[src/rtl/eltc_pkg.sv]
`timescale 1ns / 1ps
`default_nettype none
package eltc_pkg;

    localparam int ELEV_W    = 14;
    localparam int PCT_W     = 7;
    localparam int IDX_W     = 4;
    localparam int TEMP_W    = 15;
    localparam int CNT_W     = 5;
    localparam int CFG_IDX_W = 2;
    localparam int RING_W    = 17;
    localparam int RATIO_W   = 17;
    localparam int PERC_W    = 23;
    localparam int BASE_W    = 22;
    localparam int NUM_W     = 41;
    localparam int QIN_W     = 22;
    localparam int QPROD_W   = 45;

    localparam logic CMD_QUERY = 1'b0;
    localparam logic CMD_LOAD  = 1'b1;

    localparam logic [CFG_IDX_W-1:0] REG_DAY     = 2'd0;
    localparam logic [CFG_IDX_W-1:0] REG_NIGHT   = 2'd1;
    localparam logic [CFG_IDX_W-1:0] REG_ENTRIES = 2'd2;

    localparam logic [TEMP_W-1:0] DAY_RESET     = 15'd5500;
    localparam logic [TEMP_W-1:0] NIGHT_RESET   = 15'd3700;
    localparam logic [CNT_W-1:0]  ENTRIES_RESET = 5'd2;

    // 360 degrees in 1/64 degree
    localparam logic signed [RING_W-1:0] FULL_TURN = 17'sd23040;

    localparam logic [CNT_W-1:0]   DIV_LAST    = 5'd16;
    localparam logic [BASE_W-1:0]  PCT_SCALE   = 22'd100;
    // floor(x / 100) = (x * RECIP) >> RECIP_SHIFT, exact for x below 2^22
    localparam logic [22:0]        RECIP       = 23'd5368710;
    localparam int                 RECIP_SHIFT = 29;
    localparam logic [24:0]        SAT_LIMIT   = 25'd3276800;
    localparam logic [TEMP_W-1:0]  TEMP_SAT    = 15'd32767;

    typedef struct packed {
        logic                     command;
        logic [IDX_W-1:0]         entry_index;
        logic signed [ELEV_W-1:0] sun_elevation;
        logic [PCT_W-1:0]         temp_percent;
    } t_item;

    typedef struct packed {
        logic [TEMP_W-1:0] day_temp;
        logic [TEMP_W-1:0] night_temp;
        logic [CNT_W-1:0]  entries_in_use;
    } t_cfg;

    typedef enum logic [2:0] {
        ST_IDLE,
        ST_FIRST,
        ST_SCAN,
        ST_DIV,
        ST_PERC,
        ST_MAP,
        ST_RECIP,
        ST_DONE
    } t_state;

endpackage
`default_nettype wire

[src/rtl/eltc_front.sv]
`timescale 1ns / 1ps
`default_nettype none
module eltc_front #(
    parameter int MAX_ENTRIES = 16
) (
    input  wire logic           i_clk,
    input  wire logic           i_rst_n,
    input  wire logic           i_start,
    input  wire eltc_pkg::t_item i_item,
    output logic                o_busy,
    output logic                o_head_valid,
    output eltc_pkg::t_item     o_head,
    input  wire logic           i_pop
);

    eltc_pkg::t_item r_queue [2];
    logic            r_wr_ptr;
    logic            r_rd_ptr;
    logic [1:0]      r_count;
    logic [1:0]      n_count;
    logic            w_accept;
    logic            w_keep;
    logic            w_pop;

    assign o_busy       = (r_count == 2'd2);
    assign o_head_valid = (r_count != 2'd0);
    assign o_head       = r_queue[r_rd_ptr];
    assign w_accept     = i_start && !o_busy;
    // drop loads aimed past the table
    assign w_keep       = w_accept && ((i_item.command == eltc_pkg::CMD_QUERY) ||
                          (32'(i_item.entry_index) < 32'(MAX_ENTRIES)));
    assign w_pop        = i_pop && o_head_valid;

    always_comb begin
        n_count = r_count;
        if (w_keep && !w_pop) begin
            n_count = r_count + 2'd1;
        end else if (!w_keep && w_pop) begin
            n_count = r_count - 2'd1;
        end
    end

    always_ff @(posedge i_clk) begin
        if (!i_rst_n) begin
            r_wr_ptr <= 1'b0;
            r_rd_ptr <= 1'b0;
            r_count  <= 2'd0;
        end else begin
            r_count <= n_count;
            if (w_keep) begin
                r_wr_ptr <= !r_wr_ptr;
            end
            if (w_pop) begin
                r_rd_ptr <= !r_rd_ptr;
            end
        end
    end

    always_ff @(posedge i_clk) begin
        if (w_keep) begin
            r_queue[r_wr_ptr] <= i_item;
        end
    end

endmodule
`default_nettype wire

[src/rtl/eltc_back.sv]
`timescale 1ns / 1ps
`default_nettype none
module eltc_back #(
    parameter int MAX_ENTRIES = 16
) (
    input  wire logic            i_clk,
    input  wire logic            i_rst_n,
    input  wire eltc_pkg::t_cfg  i_cfg,
    input  wire logic            i_head_valid,
    input  wire eltc_pkg::t_item i_head,
    output logic                 o_pop,
    output logic                 o_valid,
    output logic [14:0]          o_color_temp,
    output logic                 o_found
);

    localparam int AW = (MAX_ENTRIES > 1) ? $clog2(MAX_ENTRIES) : 1;
    localparam int CW = $clog2(MAX_ENTRIES + 1);

    logic signed [13:0] mem_elev [MAX_ENTRIES];
    logic [6:0]         mem_pct  [MAX_ENTRIES];

    eltc_pkg::t_state   r_state;
    eltc_pkg::t_state   n_state;

    logic signed [13:0] r_rd_elev;
    logic [6:0]         r_rd_pct;
    logic signed [13:0] r_elev;
    logic [CW-1:0]      r_n;
    logic [CW-1:0]      r_idx;
    logic signed [16:0] r_upper;
    logic [6:0]         r_pu;
    logic signed [13:0] r_e0;
    logic [6:0]         r_p0;
    logic [6:0]         r_pl;
    logic               r_found;
    logic [16:0]        r_rem;
    logic [15:0]        r_wid;
    logic [16:0]        r_quo;
    logic [4:0]         r_cnt;
    logic [22:0]        r_perc;
    logic [21:0]        r_base;
    logic signed [40:0] r_num;
    logic               r_zero;
    logic               r_sat;
    logic [44:0]        r_qprod;
    logic               r_valid;
    logic [14:0]        r_temp;
    logic               r_out_found;

    logic               n_valid;
    logic [14:0]        n_temp;
    logic [CW-1:0]      w_n_cur;
    logic [AW-1:0]      w_rd_addr;
    logic               w_mem_we;
    logic [CW:0]        w_idx_inc;
    logic               w_last;
    logic signed [16:0] w_elev_ext;
    logic signed [16:0] w_e0_ext;
    logic signed [16:0] w_rd_ext;
    logic signed [16:0] w_lower;
    logic [6:0]         w_pl;
    logic               w_hit;
    logic signed [16:0] w_span;
    logic signed [16:0] w_offs;
    logic [16:0]        w_cand;
    logic               w_ge;
    logic [16:0]        w_rem_nx;
    logic signed [7:0]  w_pdiff;
    logic signed [25:0] w_perc;
    logic signed [15:0] w_tdiff;
    logic [24:0]        w_qin;

    always_comb begin
        if (32'(i_cfg.entries_in_use) > 32'(MAX_ENTRIES)) begin
            w_n_cur = CW'(MAX_ENTRIES);
        end else begin
            w_n_cur = CW'(i_cfg.entries_in_use);
        end
    end

    assign w_idx_inc  = {1'b0, r_idx} + (CW+1)'(1);
    assign w_last     = (r_idx == r_n);
    assign w_elev_ext = {{3{r_elev[13]}}, r_elev};
    assign w_e0_ext   = {{3{r_e0[13]}}, r_e0};
    assign w_rd_ext   = {{3{r_rd_elev[13]}}, r_rd_elev};
    assign w_lower    = w_last ? (w_e0_ext - eltc_pkg::FULL_TURN) : w_rd_ext;
    assign w_pl       = w_last ? r_p0 : r_rd_pct;
    assign w_hit      = (w_elev_ext <= r_upper) && (w_elev_ext >= w_lower);
    assign w_span     = r_upper - w_lower;
    assign w_offs     = w_elev_ext - w_lower;

    assign w_cand   = (r_cnt == 5'd0) ? r_rem : {r_rem[15:0], 1'b0};
    assign w_ge     = (w_cand >= {1'b0, r_wid});
    assign w_rem_nx = w_ge ? (w_cand - {1'b0, r_wid}) : w_cand;

    assign w_pdiff = $signed({1'b0, r_pu}) - $signed({1'b0, r_pl});
    assign w_perc  = 26'($signed({1'b0, r_quo})) * 26'(w_pdiff)
                   + $signed({3'b0, r_pl, 16'b0});
    assign w_tdiff = $signed({1'b0, i_cfg.day_temp}) - $signed({1'b0, i_cfg.night_temp});
    assign w_qin   = r_num[40:16];

    // next state
    always_comb begin
        n_state = r_state;
        case (r_state)
            eltc_pkg::ST_IDLE: begin
                if (i_head_valid && (i_head.command == eltc_pkg::CMD_QUERY)) begin
                    n_state = (w_n_cur == '0) ? eltc_pkg::ST_DONE : eltc_pkg::ST_FIRST;
                end
            end
            eltc_pkg::ST_FIRST: begin
                n_state = eltc_pkg::ST_SCAN;
            end
            eltc_pkg::ST_SCAN: begin
                if (w_hit) begin
                    n_state = (w_span == '0) ? eltc_pkg::ST_PERC : eltc_pkg::ST_DIV;
                end else if (w_last) begin
                    n_state = eltc_pkg::ST_DONE;
                end
            end
            eltc_pkg::ST_DIV: begin
                if (r_cnt == eltc_pkg::DIV_LAST) begin
                    n_state = eltc_pkg::ST_PERC;
                end
            end
            eltc_pkg::ST_PERC:  n_state = eltc_pkg::ST_MAP;
            eltc_pkg::ST_MAP:   n_state = eltc_pkg::ST_RECIP;
            eltc_pkg::ST_RECIP: n_state = eltc_pkg::ST_DONE;
            eltc_pkg::ST_DONE:  n_state = eltc_pkg::ST_IDLE;
            default:            n_state = eltc_pkg::ST_IDLE;
        endcase
    end

    // outputs
    always_comb begin
        o_pop     = 1'b0;
        w_mem_we  = 1'b0;
        w_rd_addr = '0;
        n_valid   = 1'b0;
        n_temp    = '0;
        case (r_state)
            eltc_pkg::ST_IDLE: begin
                o_pop     = i_head_valid;
                w_mem_we  = i_head_valid && (i_head.command == eltc_pkg::CMD_LOAD);
                w_rd_addr = AW'(w_n_cur - CW'(1));
            end
            eltc_pkg::ST_FIRST: begin
                w_rd_addr = '0;
            end
            eltc_pkg::ST_SCAN: begin
                if (w_idx_inc < {1'b0, r_n}) begin
                    w_rd_addr = AW'(w_idx_inc);
                end
            end
            eltc_pkg::ST_DONE: begin
                n_valid = 1'b1;
                if (!r_found || r_zero) begin
                    n_temp = '0;
                end else if (r_sat) begin
                    n_temp = eltc_pkg::TEMP_SAT;
                end else begin
                    n_temp = r_qprod[eltc_pkg::RECIP_SHIFT +: 15];
                end
            end
            default: begin
                o_pop = 1'b0;
            end
        endcase
    end

    always_ff @(posedge i_clk) begin
        if (w_mem_we) begin
            mem_elev[AW'(i_head.entry_index)] <= i_head.sun_elevation;
            mem_pct[AW'(i_head.entry_index)]  <= i_head.temp_percent;
        end
        r_rd_elev <= mem_elev[w_rd_addr];
        r_rd_pct  <= mem_pct[w_rd_addr];
    end

    always_ff @(posedge i_clk) begin
        if (!i_rst_n) begin
            r_state <= eltc_pkg::ST_IDLE;
            r_valid <= 1'b0;
        end else begin
            r_state <= n_state;
            r_valid <= n_valid;
        end
    end

    always_ff @(posedge i_clk) begin
        if (n_valid) begin
            r_temp      <= n_temp;
            r_out_found <= r_found;
        end
        case (r_state)
            eltc_pkg::ST_IDLE: begin
                r_elev  <= i_head.sun_elevation;
                r_n     <= w_n_cur;
                r_idx   <= '0;
                r_found <= 1'b0;
                r_zero  <= 1'b1;
            end
            eltc_pkg::ST_FIRST: begin
                r_upper <= w_rd_ext + eltc_pkg::FULL_TURN;
                r_pu    <= r_rd_pct;
            end
            eltc_pkg::ST_SCAN: begin
                if (r_idx == '0) begin
                    r_e0 <= r_rd_elev;
                    r_p0 <= r_rd_pct;
                end
                if (w_hit) begin
                    r_found <= 1'b1;
                    r_pl    <= w_pl;
                    r_rem   <= {1'b0, w_offs[15:0]};
                    r_wid   <= w_span[15:0];
                    r_quo   <= '0;
                    r_cnt   <= '0;
                end else begin
                    r_upper <= w_lower;
                    r_pu    <= w_pl;
                    r_idx   <= w_idx_inc[CW-1:0];
                end
            end
            eltc_pkg::ST_DIV: begin
                r_rem <= w_rem_nx;
                r_quo <= {r_quo[15:0], w_ge};
                r_cnt <= r_cnt + 5'd1;
            end
            eltc_pkg::ST_PERC: begin
                r_perc <= w_perc[22:0];
                r_base <= 22'(i_cfg.night_temp) * eltc_pkg::PCT_SCALE;
            end
            eltc_pkg::ST_MAP: begin
                r_num <= 41'($signed({1'b0, r_perc})) * 41'(w_tdiff)
                       + 41'($signed({1'b0, r_base, 16'b0}));
            end
            eltc_pkg::ST_RECIP: begin
                r_zero  <= (r_num <= 41'sd0);
                r_sat   <= (w_qin >= eltc_pkg::SAT_LIMIT);
                r_qprod <= 45'(w_qin[21:0]) * 45'(eltc_pkg::RECIP);
            end
            default: begin
                r_cnt <= r_cnt;
            end
        endcase
    end

    assign o_valid      = r_valid;
    assign o_color_temp = r_temp;
    assign o_found      = r_out_found;

    a_valid_after_done: assert property (@(posedge i_clk) disable iff (!i_rst_n)
        o_valid |-> $past(r_state == eltc_pkg::ST_DONE))
        else $error("result strobe without a finished query");

    a_miss_is_zero: assert property (@(posedge i_clk) disable iff (!i_rst_n)
        (o_valid && !o_found) |-> (o_color_temp == '0))
        else $error("missed query gave a nonzero temperature");

    a_scan_bound: assert property (@(posedge i_clk) disable iff (!i_rst_n)
        (r_state == eltc_pkg::ST_SCAN) |-> ((r_idx <= r_n) && (r_n != '0)))
        else $error("table walk ran past the entries in use");

    a_div_bound: assert property (@(posedge i_clk) disable iff (!i_rst_n)
        (r_state == eltc_pkg::ST_DIV) |-> (r_cnt <= eltc_pkg::DIV_LAST))
        else $error("ratio divider overran its step count");

endmodule
`default_nettype wire

[src/rtl/elevation_to_color_temperature_top.sv]
`timescale 1ns / 1ps
`default_nettype none
// Sun elevation to color temperature over a circular breakpoint table.
// Item channel: an item is taken at a clock edge with i_start high and o_busy
// low. i_command selects a load (write entry i_entry_index with i_sun_elevation
// and i_temp_percent, no result) or a query (i_sun_elevation only).
// Result channel: o_valid is high for one cycle with o_color_temp and o_found;
// the receiver cannot stall, so results are never held back.
// Config channel: i_cfg_valid with i_cfg_index and i_cfg_data; o_cfg_ready is
// always high. Index 0 day temperature, 1 night temperature, 2 entries in use.
// Write config only while no query is in flight.
// Timing: items pass through a two-deep queue to the execution unit, so
// o_busy only rises when two items wait. The unit writes a load from IDLE.
// A query steps through the states FIRST, SCAN, DIV, PERC, MAP, RECIP and
// DONE; SCAN walks k (1 to N+1) table intervals, one per cycle, and DIV is
// the bit-serial divider. A zero-width match skips the divider, a miss goes
// from SCAN straight to DONE and an empty table from IDLE to DONE. The result
// strobe is registered from DONE and comes the cycle after the unit finishes.
// Reset (synchronous, active low) clears the queue and loads the register
// defaults 5500 K, 3700 K and 2 entries; table contents are not cleared.
module elevation_to_color_temperature_top #(
    parameter int MAX_ENTRIES = 16
) (
    input  wire logic               i_clk,
    input  wire logic               i_rst_n,
    input  wire logic               i_start,
    output logic                    o_busy,
    input  wire logic               i_command,
    input  wire logic [3:0]         i_entry_index,
    input  wire logic signed [13:0] i_sun_elevation,
    input  wire logic [6:0]         i_temp_percent,
    output logic                    o_valid,
    output logic [14:0]             o_color_temp,
    output logic                    o_found,
    input  wire logic               i_cfg_valid,
    output logic                    o_cfg_ready,
    input  wire logic [1:0]         i_cfg_index,
    input  wire logic [14:0]        i_cfg_data
);

    eltc_pkg::t_cfg  r_cfg;
    eltc_pkg::t_item w_item;
    eltc_pkg::t_item w_head;
    logic            w_head_valid;
    logic            w_pop;

    assign o_cfg_ready = 1'b1;

    always_ff @(posedge i_clk) begin
        if (!i_rst_n) begin
            r_cfg.day_temp       <= eltc_pkg::DAY_RESET;
            r_cfg.night_temp     <= eltc_pkg::NIGHT_RESET;
            r_cfg.entries_in_use <= eltc_pkg::ENTRIES_RESET;
        end else if (i_cfg_valid && o_cfg_ready) begin
            case (i_cfg_index)
                eltc_pkg::REG_DAY:     r_cfg.day_temp       <= i_cfg_data;
                eltc_pkg::REG_NIGHT:   r_cfg.night_temp     <= i_cfg_data;
                eltc_pkg::REG_ENTRIES: r_cfg.entries_in_use <= i_cfg_data[4:0];
                default:               r_cfg                <= r_cfg;
            endcase
        end
    end

    assign w_item.command       = i_command;
    assign w_item.entry_index   = i_entry_index;
    assign w_item.sun_elevation = i_sun_elevation;
    assign w_item.temp_percent  = i_temp_percent;

    eltc_front #(
        .MAX_ENTRIES (MAX_ENTRIES)
    ) u_front (
        .i_clk        (i_clk),
        .i_rst_n      (i_rst_n),
        .i_start      (i_start),
        .i_item       (w_item),
        .o_busy       (o_busy),
        .o_head_valid (w_head_valid),
        .o_head       (w_head),
        .i_pop        (w_pop)
    );

    eltc_back #(
        .MAX_ENTRIES (MAX_ENTRIES)
    ) u_back (
        .i_clk        (i_clk),
        .i_rst_n      (i_rst_n),
        .i_cfg        (r_cfg),
        .i_head_valid (w_head_valid),
        .i_head       (w_head),
        .o_pop        (w_pop),
        .o_valid      (o_valid),
        .o_color_temp (o_color_temp),
        .o_found      (o_found)
    );

endmodule
`default_nettype wire
[config.mk]
export PLATFORM = sky130hd
export DESIGN_NAME = elevation_to_color_temperature_top
export DESIGN_NICKNAME = d
export VERILOG_FILES = /design/src/rtl/eltc_pkg.sv /design/src/rtl/eltc_front.sv /design/src/rtl/eltc_back.sv /design/src/rtl/elevation_to_color_temperature_top.sv
export SDC_FILE = /design/constraint.sdc
export NUM_CORES = 2
export LEC_CHECK = 0
export BUFFER_PORTS_ARGS = -buffer_cell sky130_fd_sc_hd__buf_2
export CORE_AREA = 2 2 346 314
export DETAILED_ROUTE_END_ITERATION = 7
export DIE_AREA = 0 0 348 316
export HOLD_SLACK_MARGIN = 0.12
export PLACE_DENSITY = 0.69
export SLEW_MARGIN = 20
export SYNTH_ARGS = -nofsm -noshare
export SYNTH_HDL_FRONTEND = slang
export SYNTH_SLANG_ARGS = --single-unit
[constraint.sdc]
create_clock -name i_clk -period 23.2 [get_ports i_clk]
set_input_delay 3.48 -clock i_clk [delete_from_list [all_inputs] [get_ports i_clk]]
set_output_delay 3.48 -clock i_clk [all_outputs]
set_load 0.01 [all_outputs]
# Yosys cells after proc, flatten, opt, wreduce, memory -nomap -nowiden
# Memory sizes are Yosys's and may differ from the RTL's. A register that Yosys moved wholly into a read port is not among the register bits.
# Cells that the tools add are included.
# totals
ff_bits,320
ramBits,388
inputBits,47
word_cells,154
memories,3
# memory_table
name,words,word_bits,read_ports,rd_ports_with_merged_regs,wr,line_no,source
u_back.mem_elev,16,14,1,1,1,eltc_back.sv:20,logic signed [13:0] mem_elev [MAX_ENTRIES];
u_back.mem_pct,16,7,1,1,1,eltc_back.sv:21,logic [6:0] mem_pct [MAX_ENTRIES];
u_front.r_queue,2,26,1,1,1,eltc_front.sv:16,eltc_pkg::t_item r_queue [2];
# classes
addsub,14
n_mul,4
magnitude_cmp,7
eq_ne,17
muxes,41
bitwise,2
n_reduce_logical,37
# op_table
op,n
$mux 17,6
$pmux 17 s2,3
$mul 22x22->43 const B,1
$add 41x39->41,1
$le 41x1->1 const B,1
$mul 24x16->40,1
$ge 25x22->1 const B,1
$pmux 3 s8,1
$add 23x23->23,1
$mul 18x8->23,1
$mul 15x5->20 const B,1
$pmux 5 s2,2
$mux 3,6
$reduce_and 2->1,9
$add 14x16->17 const B,1
$ge 14x17->1,1
$ge 17x16->1,1
$le 14x17->1,1
$logic_not 17->1,1
$sub 14x16->17 const B,1
$sub 17x16->17,1
$sub 17x17->17,1
$sub 14x16->16,1
$sub 15x15->16,1
other kinds (37),77

# Depth between registers and ports, before layout
# logic_depth
ltp_word,7
depth_mapped,45
ltp_nobuf,43

# Cells and area by module
# From an unflattened synthesis, not the netlist that was laid out.
# unflattened
hier_cells,5235
hier_area_um2,56844.5
# by_module_without_submodules
mod,instances,cells_each,area_per_inst_um2
eltc_back,1,4982,53249.8
eltc_front,1,106,2110.8
elevation_to_color_temperature_top,1,147,1483.9

# Worst setup path after synthesis
# OpenSTA, ideal clock, no wires.
# synth_timing
path_type,register to register
start,register r_cfg[5] (netlist name)
end,register u_back.r_num[38] (data pin)
setup_ns,0.270
arrival_time_ns,9.282
required_time_ns,22.930
setup_slack_ns,13.648
stages_incl_launch_ff,42
path_buffers,2
path_cell_list,dfxtp_1 ha_1 inv_1 fa_1 a21o_1 a21oi_1 o21bai_1 a31o_2 a21oi_1 xnor2_1 clkbuf_1 nand2_1 fa_1 inv_1 fa_1 inv_1 fa_1 inv_1 [... 6 more ...] clkbuf_1 and4_1 nand3_1 o21ai_0 or3b_1 a21oi_1 xnor2_1 ha_1 fa_1 a211oi_1 o21a_1 o31ai_1 a41o_1 o21a_1 o21ai_0 nand2b_1 a211oi_1 xor2_1
# synth_between
elab_chain_len,3
# synth_rtl
element,line_no,source
from (decl),elevation_to_color_temperature_top.sv:41,eltc_pkg::t_cfg r_cfg;
from (signal assigned),elevation_to_color_temperature_top.sv:59,default: r_cfg <= r_cfg;
$sub 15x15->16,eltc_back.sv:100,"assign w_tdiff = $signed({1'b0, i_cfg.day_temp}) - $signed({1'b0, i_cfg.night_temp});"
$mul 24x16->40,eltc_back.sv:236,"r_num <= 41'($signed({1'b0, r_perc})) * 41'(w_tdiff)"
$add 41x39->41,eltc_back.sv:237,"+ 41'($signed({1'b0, r_base, 16'b0}));"
to (signal assigned),eltc_back.sv:236,
to (decl),eltc_back.sv:43,logic signed [40:0] r_num;
# Every way passes these cells.
# A chain may end at the register's enable or synchronous reset.

# Final worst setup path
# layout_timing
start,register r_cfg[6] (netlist name)
end,register u_back.r_num[38] (data pin)
# The elaborated chain is that of the path after synthesis.

==> results.toml <==
[finish]
drive_above_1_share = 0.07475
area_growth_pct = 7.713
fin_nets = 6614
final_area_sq_um = 62540
multi_input_area_sq_um = 33880
regArea_sq_um = 20400
n_fill_cell = 8760

[floorplan]
num_rows = 114
io_pins = 66
fp.dieW_um = 348
core_area_sq_um = 106600
initial_core_util = 0.5449
die_y_um = 316
die_area_sq_um = 110000

[global_route]
met1_usage = 0.3735
grt_pass1_vias = 39050
antenna_found_initial = 10
met3_usage = 0.03465
grt_first_pass_wirelength_mm = 218.4
use_met2 = 0.4072
grt_busiest_layer = "met2"
grt_overflow = 0
grt_usage = 0.2550
grt_max_degree = 86

[timing]
layout_min_cycle_time_ns = 10.67
finalClockSkew_ns = 0.04164
fin_crit_sh = 0.4601
hold_viol = 0
setup_violations = 0
max-slew-margin-rel = 0.2646
finalSetupTns_ns = 0
grt_setup_unrepaired = "no"
fin_ws_ns = 12.53
worst_pin_slew_ns = 1.103
max_freq_ghz = 0.09368
hold_ws_ns = 0.4686
drv_slew = 0

[clock_tree]
cts.repair.resized = 0
cts_made_buffers = 75
htreeDepth = 3
path_clk_slew_ns = 0.06
hold_buffers = 0
clockRootBuffer = "clkbuf_16"
cts_tree = "done"
clockBufferDepth = 3
cts_sinks = 701
clock_latency_ns = 0.65
postCtsSetupBuffers = 0

[placed_design]
routabilityCongestion = 0.9408
dp_hpwl_mm = 102.7
place_area_sq_um = 60060
post-place-ws_ns = 12.66
port_buffers = 64

[synth]
synth_area_sq_um = 58060
synth.avg_cell_area_sq_um = 10.83
ys_warn_count = 0
ys_ff_latch = 701
synth_area_leaders = "edfxtp_1 33%, fa_1 20%, ha_1 13%"
synth_top_area_frac = 0.3290
ys.flop_type = "edfxtp_1"
synth_edf_count = 636
synthCells = 5363
synth_top_area_cell = "edfxtp_1"
syn_nets = 6591
synthMostInstantiatedCell = "inv_1"
synthArstFlopShare = 0
yosysSeqAreaShare = 0.3514
ys_types = 78
ys_top_cells_by_count = "877 x inv_1, 636 x edfxtp_1, 599 x ha_1"

[setup_path]
crit_type = "flip-flop to flip-flop"
worstSetupEndpointType = "flip-flop"
startpoint_type = "flip-flop"
arrival_ns = 11.01
rrSetupSlack_ns = 12.53
crit_required_ns = 23.54
worstPathMaxFanout = 13
crit_slowest_cell = "o41ai_1"
cp_slowest_stage_delay_ns = 0.72
worst_path_most_repeated_cell = "fa_1"

[routing]
routedWlPerCell_um = 20.11
wl_mm = 137.6
viasPerCell = 5.662
ant_nets = 0
num_vias = 38740
first_pass_iters = 5
drc = 0
drt_iter0_markers = 3237

[run]
cap_violations = 0

[status]
outcome = "finished clean"

[worst_hold_path]
hp-class = "flip-flop to flip-flop"
[stage by stage]
| step | utilization | cells |
|---|---|---|
| after floorplan | - | 5363 |
| after global placement | 0.5637 | 6701 |
| after detailed placement | 0.5637 | 6701 |
| after CTS | 0.5867 | 6837 |
| after global routing | 0.5868 | 6837 |
| final | 0.5869 | 6842 |
[cell type report]
type	instances	area share
Multi-Input combinational cell	3609	0.5418
Sequential cell	701	0.3262
Inverter	877	0.05264
Clock buffer	99	0.03243
Tap cell	1392	0.02785
Timing Repair Buffer	122	0.01208
Clock inverter	37	0.006803
Antenna cell	5	0.0002001
[registers in the layout (all words and copies together) (netlist names), 3 cells and up, named ones only]
register and count:
u_back.r_qprod 15, u_back.r_e0 14, u_back.mem_pct 112, u_back.r_rd_pct 7
u_back.r_rem 17, r_cfg 35, u_back.mem_elev 224, u_back.r_wid 16
u_back.r_cnt 5, u_back.r_n 5, u_back.r_elev 14, u_back.r_idx 5
u_back.o_color_temp 15, u_back.r_quo 17, u_back.r_perc 23, u_back.r_base 20
u_front.r_queue 52, u_back.r_upper 16, u_back.r_pl 7, u_back.r_state 3
u_back.r_p0 7, u_back.r_pu 7, u_back.r_rd_elev 14, u_back.r_num 41
[path summary, 6_finish.rpt]
path,from,end,cells past startpoint
setup / recovery,r_cfg[6],u_back.r_num[38],38
hold / removal,r_cfg[20],r_cfg[20],2
setup reg to reg,r_cfg[6],u_back.r_num[38],38
hold reg to reg,r_cfg[20],r_cfg[20],2
[layer usage]
layer  share of wire  up-vias
met3           0.069      188
met4           0.020        4
met2            0.46     1181
met5         0.00019        -
li1                -    17940
met1            0.45    19430
[cells in the final DEF (no fill, tap or decap), types with 12 or more instances in the layout]
master,instances
buf_2,64
o21ai_0,94
nor2_1,220
a21o_1,50
xor2_1,53
inv_1,877
and3_1,38
o21a_1,43
nor3_1,206
or2_2,12
buf_4,58
dfxtp_1,64
fa_1,581
a211oi_1,47
nor2b_1,73
or3_1,21
nand2b_1,49
and2_1,180
nand4_1,18
mux2_1,34
ha_1,599
mux2_2,112
xnor2_1,111
a21oi_1,253
nor2_2,18
clkbuf_16,76
clkinv_1,12
o211ai_1,19
nand2_1,463
a31oi_1,15
clkbuf_1,19
nand3_1,66
o21bai_1,25
mux2i_1,48
edfxtp_1,636
a21boi_0,20
[logic make-up after synthesis]
kind of cell,share of synthesized area
flops,0.3514
xor+xnor,0.02640
simple gates,0.1179
buf+inv,0.06886
mux,0.03659
other cells,0.00006459
compound gates,0.06905
fa+ha+maj,0.3298
[critical path, delay by kind of cell (launching register included)]
family | cells | cell delay, ns
xor+xnor | 2 | 0.23
buf+inv | 5 | 0.55
simple gates | 7 | 1.34
fa+ha+maj | 10 | 4.12
compound gates | 14 | 3.75
flops | 1 | 0.39
Power is not shown: default switching activity piles up to over one toggle a cycle in this logic, so the estimate is an artifact.
